[config.mk]
export PLATFORM = sky130hd
export DESIGN_NAME = bootloader_command_framer
export DESIGN_NICKNAME = d
export VERILOG_FILES = /design/src/bcf_pkg.sv /design/src/bootloader_command_framer.sv /design/src/bcf_front.sv /design/src/bcf_queue.sv /design/src/bcf_back.sv
export SDC_FILE = /design/constraint.sdc
export NUM_CORES = 1
export LEC_CHECK = 0
export BUFFER_PORTS_ARGS = -buffer_cell sky130_fd_sc_hd__buf_2
export CORE_ASPECT_RATIO = 0.9
export CORE_MARGIN = 2
export CORE_UTILIZATION = 55
export DETAILED_ROUTE_END_ITERATION = 10
export PLACE_DENSITY = 0.74
export SYNTH_ARGS = -nofsm -noshare
export SYNTH_HDL_FRONTEND = slang
export SYNTH_SLANG_ARGS = --single-unit
[constraint.sdc]
create_clock -name clock -period 6.8 [get_ports clock]
set_clock_uncertainty 0.1 [all_clocks]
set_input_delay 1.36 -clock clock [delete_from_list [all_inputs] [get_ports clock]]
set_output_delay 1.36 -clock clock [all_outputs]
set_load 0.03 [all_outputs]
[src/bcf_pkg.sv]
// ----------------------------------------------------------------------------
// bcf_pkg
// Shared types and codes for the bootloader command framer.
// ----------------------------------------------------------------------------
package bcf_pkg;

   // Largest data block accepted by block begin
   localparam int MAX_BLOCK_DEF = 256;

   // Most results one item can cause
   localparam int MAX_RESULTS = 5;
   localparam int CNT_W       = $clog2(MAX_RESULTS + 1);

   // Request opcodes
   localparam logic [2:0] OP_COMMAND     = 3'd0;
   localparam logic [2:0] OP_ADDRESS     = 3'd1;
   localparam logic [2:0] OP_BLOCK_BEGIN = 3'd2;
   localparam logic [2:0] OP_BLOCK_DATA  = 3'd3;
   localparam logic [2:0] OP_ERASE_BEGIN = 3'd4;
   localparam logic [2:0] OP_ERASE_PAGE  = 3'd5;
   localparam logic [2:0] OP_RX_BYTE     = 3'd6;
   localparam logic [2:0] OP_MASS_ERASE  = 3'd7;

   // Result kinds
   localparam logic [1:0] KIND_TX     = 2'd0;
   localparam logic [1:0] KIND_ACK    = 2'd1;
   localparam logic [1:0] KIND_NACK   = 2'd2;
   localparam logic [1:0] KIND_REJECT = 2'd3;

   // Frame phases
   localparam logic [1:0] PH_IDLE      = 2'd0;
   localparam logic [1:0] PH_BLOCK     = 2'd1;
   localparam logic [1:0] PH_ERASE_STD = 2'd2;
   localparam logic [1:0] PH_ERASE_EXT = 2'd3;

   // Protocol constants
   localparam logic [7:0]  ACK_CODE      = 8'h79;
   localparam logic [15:0] EXT_MAX_COUNT = 16'hFFF0;
   localparam logic [7:0]  FILL_BYTE     = 8'hFF;
   localparam logic [7:0]  ZERO_BYTE     = 8'h00;
   localparam logic [15:0] STD_MAX_PAGE  = 16'd255;

   // One classified item: a run of results for the back end
   typedef struct packed {
      logic [1:0]                         kind;
      logic [CNT_W-1:0]                   cnt;
      logic [MAX_RESULTS-1:0][7:0]        tx_bytes;
   } job_type;

endpackage

[src/bootloader_command_framer.sv]
// ----------------------------------------------------------------------------
// bootloader_command_framer
// Frames bootloader requests into serial transmit bytes with XOR checksums.
// ----------------------------------------------------------------------------
//  channel | direction | handshake           | payload
//  req_    | in        | req_valid/req_stall | op, value_byte, address, ...
//  rsp_    | out       | rsp_valid/rsp_stall | kind, tx_byte, last
//  csr_    | in        | csr_wr_en           | csr_wr_data (extended_erase)
//
// One result leaves per cycle while rsp_stall is low; an item yields 0 to 5
// results via the back end's output register. The front end classifies an
// item in its accept cycle and a two-entry job queue lets it run up to two
// items ahead. The first result passes the job queue, the back end's job
// register and output register. Synchronous reset closes any open frame
// and clears extended_erase. req_stall rises only when the queue is full.
// ----------------------------------------------------------------------------
module bootloader_command_framer #(
   parameter int MAX_BLOCK = bcf_pkg::MAX_BLOCK_DEF
) (
   input  logic        clock,
   input  logic        reset,
   input  logic        csr_wr_en,
   input  logic        csr_wr_data,
   input  logic        req_valid,
   output logic        req_stall,
   input  logic [2:0]  req_op,
   input  logic [7:0]  req_value_byte,
   input  logic [31:0] req_address,
   input  logic [8:0]  req_block_length,
   input  logic [15:0] req_first_page,
   input  logic [15:0] req_page_count,
   output logic        rsp_valid,
   input  logic        rsp_stall,
   output logic [1:0]  rsp_kind,
   output logic [7:0]  rsp_tx_byte,
   output logic        rsp_last
);

   logic             accept;
   logic             job_push;
   bcf_pkg::job_type push_job;
   logic             q_full;
   logic             q_valid;
   bcf_pkg::job_type head_job;
   logic             q_pop;

   assign req_stall = q_full;
   assign accept    = req_valid && !q_full;

   // Front end: classify items
   bcf_front #(
      .MAX_BLOCK (MAX_BLOCK)
   ) u_front (
      .clock        (clock),
      .reset        (reset),
      .csr_wr_en    (csr_wr_en),
      .csr_wr_data  (csr_wr_data),
      .accept       (accept),
      .op           (req_op),
      .value_byte   (req_value_byte),
      .address      (req_address),
      .block_length (req_block_length),
      .first_page   (req_first_page),
      .page_count   (req_page_count),
      .job_push     (job_push),
      .job          (push_job)
   );

   // Job queue
   bcf_queue u_queue (
      .clock      (clock),
      .reset      (reset),
      .push       (job_push),
      .push_job   (push_job),
      .pop        (q_pop),
      .full       (q_full),
      .head_valid (q_valid),
      .head_job   (head_job)
   );

   // Back end: emit results
   bcf_back u_back (
      .clock       (clock),
      .reset       (reset),
      .head_valid  (q_valid),
      .head_job    (head_job),
      .pop         (q_pop),
      .rsp_valid   (rsp_valid),
      .rsp_stall   (rsp_stall),
      .rsp_kind    (rsp_kind),
      .rsp_tx_byte (rsp_tx_byte),
      .rsp_last    (rsp_last)
   );

endmodule

[src/bcf_front.sv]
// ----------------------------------------------------------------------------
// bcf_front
// Accepts requests, tracks the open frame and turns each item into a job.
// ----------------------------------------------------------------------------
module bcf_front #(
   parameter int MAX_BLOCK = bcf_pkg::MAX_BLOCK_DEF
) (
   input  logic              clock,
   input  logic              reset,
   input  logic              csr_wr_en,
   input  logic              csr_wr_data,
   input  logic              accept,
   input  logic [2:0]        op,
   input  logic [7:0]        value_byte,
   input  logic [31:0]       address,
   input  logic [8:0]        block_length,
   input  logic [15:0]       first_page,
   input  logic [15:0]       page_count,
   output logic              job_push,
   output bcf_pkg::job_type  job
);

   logic        ext_ff, ext_in;
   logic [7:0]  csum_ff, csum_in;
   logic [8:0]  left_ff, left_in;
   logic [1:0]  pad_ff, pad_in;
   logic [15:0] page_ff, page_in;
   logic [15:0] pages_left_ff, pages_left_in;
   logic [1:0]  phase_ff, phase_in;

   // Helper values
   logic [16:0] last_page;
   logic [15:0] count_m1;
   logic [1:0]  blk_pad;
   logic [9:0]  blk_sum;
   logic [7:0]  blk_ck;
   logic [7:0]  page_ck;
   logic        range_bad;

   assign last_page = {1'b0, first_page} + {1'b0, page_count} - 17'd1;
   assign count_m1  = page_count - 16'd1;
   assign blk_pad   = 2'd0 - block_length[1:0];
   assign blk_sum   = {1'b0, block_length} + {8'd0, blk_pad} - 10'd1;
   assign blk_ck    = csum_ff ^ value_byte ^ (pad_ff[0] ? bcf_pkg::FILL_BYTE
                                                        : bcf_pkg::ZERO_BYTE);
   assign page_ck   = csum_ff ^ page_ff[7:0]
                      ^ ((phase_ff == bcf_pkg::PH_ERASE_EXT) ? page_ff[15:8] : 8'd0);
   assign range_bad = ext_ff ? (page_count > bcf_pkg::EXT_MAX_COUNT ||
                                last_page > 17'h0FFFF)
                             : (first_page > bcf_pkg::STD_MAX_PAGE ||
                                last_page > {1'b0, bcf_pkg::STD_MAX_PAGE});

   // Classify the item and compute the next frame state
   always_comb begin
      ext_in        = ext_ff;
      csum_in       = csum_ff;
      left_in       = left_ff;
      pad_in        = pad_ff;
      page_in       = page_ff;
      pages_left_in = pages_left_ff;
      phase_in      = phase_ff;
      job           = '0;
      job.kind      = bcf_pkg::KIND_TX;
      job.cnt       = bcf_pkg::CNT_W'(1);

      if (csr_wr_en) begin
         ext_in = csr_wr_data;
      end

      case (op)
         bcf_pkg::OP_COMMAND: begin
            job.cnt         = bcf_pkg::CNT_W'(2);
            job.tx_bytes[0] = value_byte;
            job.tx_bytes[1] = ~value_byte;
         end
         bcf_pkg::OP_ADDRESS: begin
            if (address[1:0] != 2'd0) begin
               job.kind = bcf_pkg::KIND_REJECT;
            end else begin
               job.cnt         = bcf_pkg::CNT_W'(5);
               job.tx_bytes[0] = address[31:24];
               job.tx_bytes[1] = address[23:16];
               job.tx_bytes[2] = address[15:8];
               job.tx_bytes[3] = address[7:0];
               job.tx_bytes[4] = address[31:24] ^ address[23:16]
                                 ^ address[15:8] ^ address[7:0];
            end
         end
         bcf_pkg::OP_BLOCK_BEGIN: begin
            if (block_length == 9'd0 || block_length > 9'(MAX_BLOCK)) begin
               job.kind = bcf_pkg::KIND_REJECT;
            end else begin
               pad_in          = blk_pad;
               left_in         = block_length;
               phase_in        = bcf_pkg::PH_BLOCK;
               csum_in         = blk_sum[7:0];
               job.tx_bytes[0] = blk_sum[7:0];
            end
         end
         bcf_pkg::OP_BLOCK_DATA: begin
            if (phase_ff != bcf_pkg::PH_BLOCK || left_ff == 9'd0) begin
               job.kind = bcf_pkg::KIND_REJECT;
            end else begin
               left_in         = left_ff - 9'd1;
               job.tx_bytes[0] = value_byte;
               if (left_ff == 9'd1) begin
                  // final byte: padding then checksum
                  job.cnt = bcf_pkg::CNT_W'({1'b0, pad_ff}) + bcf_pkg::CNT_W'(2);
                  for (int i = 1; i < bcf_pkg::MAX_RESULTS; i++) begin
                     if (3'(i) <= {1'b0, pad_ff}) begin
                        job.tx_bytes[i] = bcf_pkg::FILL_BYTE;
                     end else if (3'(i) == {1'b0, pad_ff} + 3'd1) begin
                        job.tx_bytes[i] = blk_ck;
                     end
                  end
                  csum_in  = blk_ck;
                  pad_in   = 2'd0;
                  phase_in = bcf_pkg::PH_IDLE;
               end else begin
                  csum_in = csum_ff ^ value_byte;
               end
            end
         end
         bcf_pkg::OP_ERASE_BEGIN: begin
            if (page_count == 16'd0) begin
               // empty list: close any frame, no results
               job.cnt       = '0;
               phase_in      = bcf_pkg::PH_IDLE;
               pages_left_in = 16'd0;
               left_in       = 9'd0;
               pad_in        = 2'd0;
            end else if (range_bad) begin
               job.kind = bcf_pkg::KIND_REJECT;
            end else begin
               left_in       = 9'd0;
               pad_in        = 2'd0;
               page_in       = first_page;
               pages_left_in = page_count;
               if (ext_ff) begin
                  phase_in        = bcf_pkg::PH_ERASE_EXT;
                  job.cnt         = bcf_pkg::CNT_W'(2);
                  job.tx_bytes[0] = count_m1[15:8];
                  job.tx_bytes[1] = count_m1[7:0];
                  csum_in         = count_m1[15:8] ^ count_m1[7:0];
               end else begin
                  phase_in        = bcf_pkg::PH_ERASE_STD;
                  job.tx_bytes[0] = count_m1[7:0];
                  csum_in         = count_m1[7:0];
               end
            end
         end
         bcf_pkg::OP_ERASE_PAGE: begin
            if ((phase_ff != bcf_pkg::PH_ERASE_STD && phase_ff != bcf_pkg::PH_ERASE_EXT)
                || pages_left_ff == 16'd0) begin
               job.kind = bcf_pkg::KIND_REJECT;
            end else begin
               page_in       = page_ff + 16'd1;
               pages_left_in = pages_left_ff - 16'd1;
               csum_in       = page_ck;
               if (phase_ff == bcf_pkg::PH_ERASE_EXT) begin
                  job.cnt         = bcf_pkg::CNT_W'(2);
                  job.tx_bytes[0] = page_ff[15:8];
                  job.tx_bytes[1] = page_ff[7:0];
                  job.tx_bytes[2] = page_ck;
               end else begin
                  job.tx_bytes[0] = page_ff[7:0];
                  job.tx_bytes[1] = page_ck;
               end
               if (pages_left_ff == 16'd1) begin
                  job.cnt  = job.cnt + bcf_pkg::CNT_W'(1);
                  phase_in = bcf_pkg::PH_IDLE;
               end
            end
         end
         bcf_pkg::OP_RX_BYTE: begin
            job.kind = (value_byte == bcf_pkg::ACK_CODE) ? bcf_pkg::KIND_ACK
                                                        : bcf_pkg::KIND_NACK;
         end
         bcf_pkg::OP_MASS_ERASE: begin
            job.tx_bytes[0] = bcf_pkg::FILL_BYTE;
            if (ext_ff) begin
               job.cnt         = bcf_pkg::CNT_W'(3);
               job.tx_bytes[1] = bcf_pkg::FILL_BYTE;
               job.tx_bytes[2] = bcf_pkg::ZERO_BYTE;
            end else begin
               job.cnt         = bcf_pkg::CNT_W'(2);
               job.tx_bytes[1] = bcf_pkg::ZERO_BYTE;
            end
         end
         default: begin
            job.kind = bcf_pkg::KIND_REJECT;
         end
      endcase
   end

   assign job_push = accept && (job.cnt != '0);

   // Frame state; updated only on accepted items, extended_erase on CSR writes
   always_ff @(posedge clock) begin
      if (reset) begin
         ext_ff        <= 1'b0;
         csum_ff       <= 8'd0;
         left_ff       <= 9'd0;
         pad_ff        <= 2'd0;
         page_ff       <= 16'd0;
         pages_left_ff <= 16'd0;
         phase_ff      <= bcf_pkg::PH_IDLE;
      end else begin
         ext_ff <= ext_in;
         if (accept) begin
            csum_ff       <= csum_in;
            left_ff       <= left_in;
            pad_ff        <= pad_in;
            page_ff       <= page_in;
            pages_left_ff <= pages_left_in;
            phase_ff      <= phase_in;
         end
      end
   end

endmodule

[src/bcf_queue.sv]
// ----------------------------------------------------------------------------
// bcf_queue
// Two-entry job queue between the front and back ends.
// ----------------------------------------------------------------------------
module bcf_queue (
   input  logic              clock,
   input  logic              reset,
   input  logic              push,
   input  bcf_pkg::job_type  push_job,
   input  logic              pop,
   output logic              full,
   output logic              head_valid,
   output bcf_pkg::job_type  head_job
);

   localparam int DEPTH = 2;

   bcf_pkg::job_type      entry_ff [DEPTH];
   logic                  wr_ptr_ff, wr_ptr_in;
   logic                  rd_ptr_ff, rd_ptr_in;
   logic [1:0]            count_ff, count_in;

   assign full       = (count_ff == 2'(DEPTH));
   assign head_valid = (count_ff != 2'd0);
   assign head_job   = entry_ff[rd_ptr_ff];

   // Pointer and fill count
   always_comb begin
      wr_ptr_in = wr_ptr_ff + 1'(push);
      rd_ptr_in = rd_ptr_ff + 1'(pop);
      count_in  = count_ff + 2'(push) - 2'(pop);
   end

   always_ff @(posedge clock) begin
      if (reset) begin
         wr_ptr_ff <= 1'b0;
         rd_ptr_ff <= 1'b0;
         count_ff  <= 2'd0;
      end else begin
         wr_ptr_ff <= wr_ptr_in;
         rd_ptr_ff <= rd_ptr_in;
         count_ff  <= count_in;
      end
   end

   // Entry storage
   always_ff @(posedge clock) begin
      if (push) begin
         entry_ff[wr_ptr_ff] <= push_job;
      end
   end

endmodule

[src/bcf_back.sv]
// ----------------------------------------------------------------------------
// bcf_back
// Plays out one job as a run of results through the output register.
// ----------------------------------------------------------------------------
module bcf_back (
   input  logic              clock,
   input  logic              reset,
   input  logic              head_valid,
   input  bcf_pkg::job_type  head_job,
   output logic              pop,
   output logic              rsp_valid,
   input  logic              rsp_stall,
   output logic [1:0]        rsp_kind,
   output logic [7:0]        rsp_tx_byte,
   output logic              rsp_last
);

   bcf_pkg::job_type              job_ff, job_in;
   logic                          busy_ff, busy_in;
   logic [bcf_pkg::CNT_W-1:0]     idx_ff, idx_in;
   logic                          out_valid_ff, out_valid_in;
   logic [1:0]                    kind_ff;
   logic [7:0]                    byte_ff;
   logic                          last_ff;

   logic out_free;
   logic emit;
   logic done;

   assign out_free = !out_valid_ff || !rsp_stall;
   assign emit     = busy_ff && out_free;
   assign done     = emit && (idx_ff == job_ff.cnt - bcf_pkg::CNT_W'(1));
   assign pop      = head_valid && (!busy_ff || done);

   // Job sequencing
   always_comb begin
      job_in       = job_ff;
      busy_in      = busy_ff;
      idx_in       = idx_ff;
      out_valid_in = out_free ? emit : out_valid_ff;
      if (emit) begin
         idx_in = idx_ff + bcf_pkg::CNT_W'(1);
      end
      if (done) begin
         busy_in = 1'b0;
      end
      if (pop) begin
         job_in  = head_job;
         busy_in = 1'b1;
         idx_in  = '0;
      end
   end

   always_ff @(posedge clock) begin
      if (reset) begin
         busy_ff      <= 1'b0;
         idx_ff       <= '0;
         out_valid_ff <= 1'b0;
      end else begin
         busy_ff      <= busy_in;
         idx_ff       <= idx_in;
         out_valid_ff <= out_valid_in;
      end
   end

   // Payload registers
   always_ff @(posedge clock) begin
      job_ff <= job_in;
      if (emit) begin
         kind_ff <= job_ff.kind;
         byte_ff <= job_ff.tx_bytes[idx_ff[$clog2(bcf_pkg::MAX_RESULTS)-1:0]];
         last_ff <= (idx_ff == job_ff.cnt - bcf_pkg::CNT_W'(1));
      end
   end

   assign rsp_valid   = out_valid_ff;
   assign rsp_kind    = kind_ff;
   assign rsp_tx_byte = byte_ff;
   assign rsp_last    = last_ff;

endmodule

Yosys cells after proc, flatten, opt, wreduce, memory -nomap -nowiden
Memory sizes are Yosys's and may differ from the RTL's. A register that Yosys moved wholly into a read port is not among the register bits.
Cells that the tools add are included.
- add/subtract/negate cells: 18
- equal/unequal tests: 28
- bitwise operators: 9
- reductions and logical operators: 36
- multiplexer cells: 84
- order comparisons: 9
- operators by type and width (operator ; count):
    $mux 8 ; 22
    $mux 16 ; 9
    $pmux 16 s2 ; 3
    $mux 43 ; 2
    $xor 8x8->8 ; 8
    $pmux 8 s7 ; 1
    $pmux 8 s6 ; 1
    $mux 2 ; 19
    $mux 9 ; 4
    $mux 35 ; 1
    $logic_not 16->1 ; 2
    $pmux 8 s4 ; 1
    $sub 16x1->16 const B ; 2
    $pmux 9 s3 ; 1
    $bmux 8 s3 ; 1
    $mux 24 ; 1
    $pmux 8 s3 ; 1
    $logic_not 9->1 ; 2
    $mux 3 ; 6
    $pmux 3 s6 ; 1
    $add 16x16->17 ; 1
    $gt 17x16->1 const B ; 1
    $gt 17x8->1 const B ; 1
    $sub 17x1->17 const B ; 1
    other kinds (50) ; 92
- word-level logic and storage cells: 201
- memories: 1
- register bits: 74
- RAM bits: 90
- bits of input ports: 90
- output and inout port bits: 13
- memories (memory ; words ; width ; rd ports ; clocked after memory_dff ; write ports ; line ; source):
    u_queue.entry_ff ; 2 ; 45 ; 1 ; 1 ; 1 ; bcf_queue.sv:18 ; bcf_pkg::job_type entry_ff [DEPTH];

Depth between registers and ports, before layout
- word-level depth: 13
- gate-level depth with buffers: 20
- gate-level depth less buffers: 17

By module
A second synthesis with hierarchy kept.
- cells, all modules: 1330
- area, all modules: 13329.0 µm²
- by module, submodules not included (module ; seq. area each (µm²) ; area each (µm²) ; times used ; cells an instance):
    bcf_front ; 1081.0 ; 7338.3 ; 1 ; 1041
    bcf_queue ; 2782.7 ; 3649.8 ; 1 ; 159
    bcf_back ; 1781.7 ; 2327.2 ; 1 ; 129
    bootloader_command_framer ; 0.0 ; 13.8 ; 1 ; 1

Worst setup path before layout
Ideal clock, no wire load.
- path kind: in2reg
- start point: input req_page_count[11]
- end point: memory u_queue.entry_ff[1][0] (netlist name), enable pin
- library setup time: 407 ps
- data arrival time: 5308 ps
- slack: 984 ps
- stages: 17
- required time: 6293 ps
- cell sequence: clkbuf_1 -> inv_1 -> ha_1 -> inv_1 -> ha_1 -> buf_2 -> o21ai_0 -> nor2_1 -> or3_1 -> o311a_1 -> and2_4 -> or3_1 -> clkbuf_1 -> o211ai_1 -> nor3_1 -> nor2_1 -> ha_1
- RTL lines (element ; line ; source):
    start: declaration ; bootloader_command_framer.sv:31 ; input logic [15:0] req_page_count,
    end: declaration ; bcf_queue.sv:18 ;

==> reports/results.tsv <==
stage	metric	value	unit
placed_design	placed_area	13700	sq um
global_routing	overflow	0	
logic_synthesis	synth-edff-count	146	
logic_synthesis	yosys.area.top_type	edfxtp_1	
power	p_int	2.84	mW
critical_path	worstSetupEndpoint	u_queue.entry_ff[1][42]$_DFFE_PP_	
logic_synthesis	seq_area_frac_synth	0.437	
critical_path	slowest_stage	ha_2	
cells_and_area	final_area	14400	sq um
floorplanning	rows	53	
routing	wire_per_inst	21.3	um
sta	rsz0062_at_grt	no	
critical_path	reg2reg_to	u_queue.entry_ff[1][42]$_DFFE_PP_	
routing	drt_iter0_markers	1266	
placed_design	dp_hpwl	27.4	mm
power	p_sw	1.32	mW
logic_synthesis	syn-num-nets	1495	
critical_path	cp.required	6.91	ns
routing	drc	0	
sta	setup_viol	0	
clock_tree	cts-root-buf	clkbuf_16	
critical_path	cp_max_fo	27	
floorplanning	die_w	166	um
clock_tree	post_cts_buffers	0	
power	vdd_ir_drop_max	348	uV
critical_path	rr_worst_depth	13	
sta	slew_viol_final	0	
sta	tns	0	ns
floorplanning	core_area	23200	sq um
sta	hold_slack	0.322	ns
cells_and_area	area_growth_syn_to_layout	11.4	%
sta	relSlewSlack	0.0808	
critical_path	startpoint_type	primary input	
logic_synthesis	syn_inst	1348	
critical_path	crit_type	primary input to register	
clock_tree	ctsResizeCount	0	
routing	vias	10900	
sta	clock.fmax	189	MHz
critical_path	critPathArrivalTime	5.39	ns
power	power_frac_seq	0.441	
critical_path	r2r-start	u_front.pages_left_ff[1]$_SDFFE_PP0P_	
global_routing	grt_pass1_vias	10200	
outcome	outcome	finished, final reports clean	
placed_design	dp_slack	1.08	ns
logic_synthesis	synth_area_leaders	edfxtp_1, dfxtp_1, ha_1	
clock_tree	clk_pin_slew_worst_paths	0.06	ns
logic_synthesis	ys_types	86	
cells_and_area	num_antenna_cells	0	
clock_tree	cts_tree	done	
logic_synthesis	async_flop_share	0	
worst_hold_path	worstHoldStart	u_back.job_ff[43]$_DFFE_PP_	
global_routing	grt_pass1_wl	57.1	mm
floorplanning	start_util	0.557	
sta	fin_crit_sh	0.777	
power	p_clk_frac	0.297	
power	sw_frac_of_total	0.317	
clock_tree	clock_latency	0.52	ns
power	p_leak	5.37	nW
clock_tree	clk_path_buf_depth	3	
floorplanning	dieHeight	149	um
critical_path	worstSetupStartpoint	req_page_count[13]	
critical_path	slowest_delay	0.56	ns
logic_synthesis	synth_commonest_cells	edfxtp_1, nand2_1, a21oi_1	
logic_synthesis	ys_warn_count	0	
sta	worst_pin_slew	1.36	ns
power	p_comb_frac	0.262	
power	power	4.16	mW
logic_synthesis	synth_top_area_share	0.339	
global_routing	antenna_found_initial	0	
critical_path	cp_cell_sequence	buf_2 > inv_1 > ha_1 > inv_1 > ha_1 > a21oi_1 > o21ai_0 > or3_1 > o311a_1 > and2_4 > or3_1 > o211ai_1 > nor3_1 > nor2_1 > ha_2 > buf_12	
routing	via_per_inst	6.31	
placed_design	place_congestion	1.01	
placed_design	portBuffers	102	
clock_tree	htree_levels	1	
worst_hold_path	hp-class	register to register	
run	cap_viol_max_count	0	
critical_path	reg2reg_slack	2.59	ns
sta	timing.final.crit_period	5.28	ns
sta	hold_viol	0	
logic_synthesis	synth-main-ff-cell	edfxtp_1	
cells_and_area	drive_gt1_frac	0.166	
floorplanning	ioPinCount	103	
power	power_density	289	nW/um^2
routing	first_pass_iters	6	
critical_path	worstSetupEndpointType	register	
clock_tree	cts_made_buffers	22	
global_routing	grt.total_usage	0.302	
logic_synthesis	synth_seq_cells	209	
cells_and_area	nNetsFinal	1561	
logic_synthesis	syn-mean-instance-area	9.59	sq um
logic_synthesis	synth_area	12900	sq um
global_routing	grt_max_degree	58	
routing	wl	37.0	mm
sta	fin_ws	1.52	ns
clock_tree	cts_hold_buf	0	
clock_tree	clock_sinks	209	
logic_synthesis	synth.most_common_cell	edfxtp_1	
floorplanning	dieArea	24700	sq um
routing	ant_nets	0	
## critical path, delay by kind of cell
kind / cells / cell delay [ns]
buffers and inverters: 4 / 0.54
and+or+nand+nor: 5 / 1.37
adders and majority gates: 3 / 1.21
AOI/OAI and AO/OA: 4 / 0.91
## registers in the layout, indices dropped and copies added, names as in the netlist, 2 cells and up
register	count
u_back.idx_ff	3
u_front.pad_ff	2
u_back.rsp_kind	2
u_front.page_ff	16
u_front.phase_ff	2
u_back.rsp_tx_byte	8
u_queue.entry_ff	90
u_back.job_ff	45
u_queue.count_ff	2
u_front.csum_ff	8
u_front.pages_left_ff	16
u_front.left_ff	9
## per-layer routing
layer,GRT usage,part of all wire
met2,0.468,0.45
met4,0.124,0.051
met3,0.0479,0.083
met1,0.421,0.42
met5,0,0
## power groups by stage
stage	Sequential, mW	Clock, mW	Combinational, mW
final	1.84	1.23	1.09
after global routing	1.86	1.30	1.19
after global placement	1.85	0	1.06
after CTS	1.84	1.25	1.09
after detailed placement	1.86	0	1.07
after floorplan	1.83	0	0.768
## worst min path at each step
| stage | to | slack [ns] | cells after the start |
|---|---|---|---|
| floorplan | u_back.rsp_kind[0]$_DFFE_PP_ | 0.30 | 0 |
| global placement | u_back.rsp_kind[0]$_DFFE_PP_ | 0.32 | 0 |
| detailed placement | u_back.rsp_kind[0]$_DFFE_PP_ | 0.32 | 0 |
| CTS | u_back.rsp_kind[0]$_DFFE_PP_ | 0.33 | 0 |
| global route | u_back.rsp_kind[0]$_DFFE_PP_ | 0.34 | 0 |
| finish | u_back.rsp_kind[0]$_DFFE_PP_ | 0.32 | 0 |
## cells in the final DEF, fill, tap and decap left out, types with 4 or more instances in the layout
cell type and count:
xnor2_1 74, clkbuf_16 22, a21oi_1 106, a211oi_1 19
nand2b_1 10, o32ai_1 12, o22ai_1 17, buf_4 14
a32oi_1 7, nor2b_1 9, buf_2 102, nand4_1 14
nor3_1 49, xor2_1 31, o221ai_1 4, a211o_1 6
and2_1 7, ha_1 53, mux2_2 45, inv_1 97
or2_2 8, o211ai_1 11, o221a_1 4, dfxtp_1 62
a21o_1 4, o21ai_0 56, nand3_1 24, o21a_1 12
nand2_1 110, edfxtp_1 146, or3_1 9, a221oi_1 10
nor2_1 102, mux2i_1 25, a31oi_1 9, clkinv_1 5
a22oi_1 5, nor4_1 9, o21ai_1 12, a21boi_0 6
## metrics by stage
step / utilization / std cells
final: 0.620 / 1732
after global routing: 0.620 / 1732
after CTS: 0.620 / 1732
after detailed placement: 0.588 / 1692
after global placement: 0.588 / 1692
after floorplan: - / 1348
## cell type report
type | count | area, sq um
flip-flops and latches | 209 | 5650
fillers | 2002 | 8810
multi-input cells | 964 | 6600
inverters | 99 | 372
clock inverters | 16 | 184
repair buffers | 118 | 656
clock buffers | 24 | 558
well taps | 302 | 378
## kinds of logic after synthesis
| group | Yosys count | share of synthesized area |
|---|---|---|
| AOI/OAI and AO/OA | 343 | 0.175 |
| DFF | 209 | 0.437 |
| buffers and inverters | 175 | 0.0538 |
| muxes | 70 | 0.0586 |
| and+or+nand+nor | 389 | 0.148 |
| adders and majority gates | 57 | 0.0563 |
| xor gates and xnor gates | 105 | 0.0711 |
(Power assumes the default switching activity.)
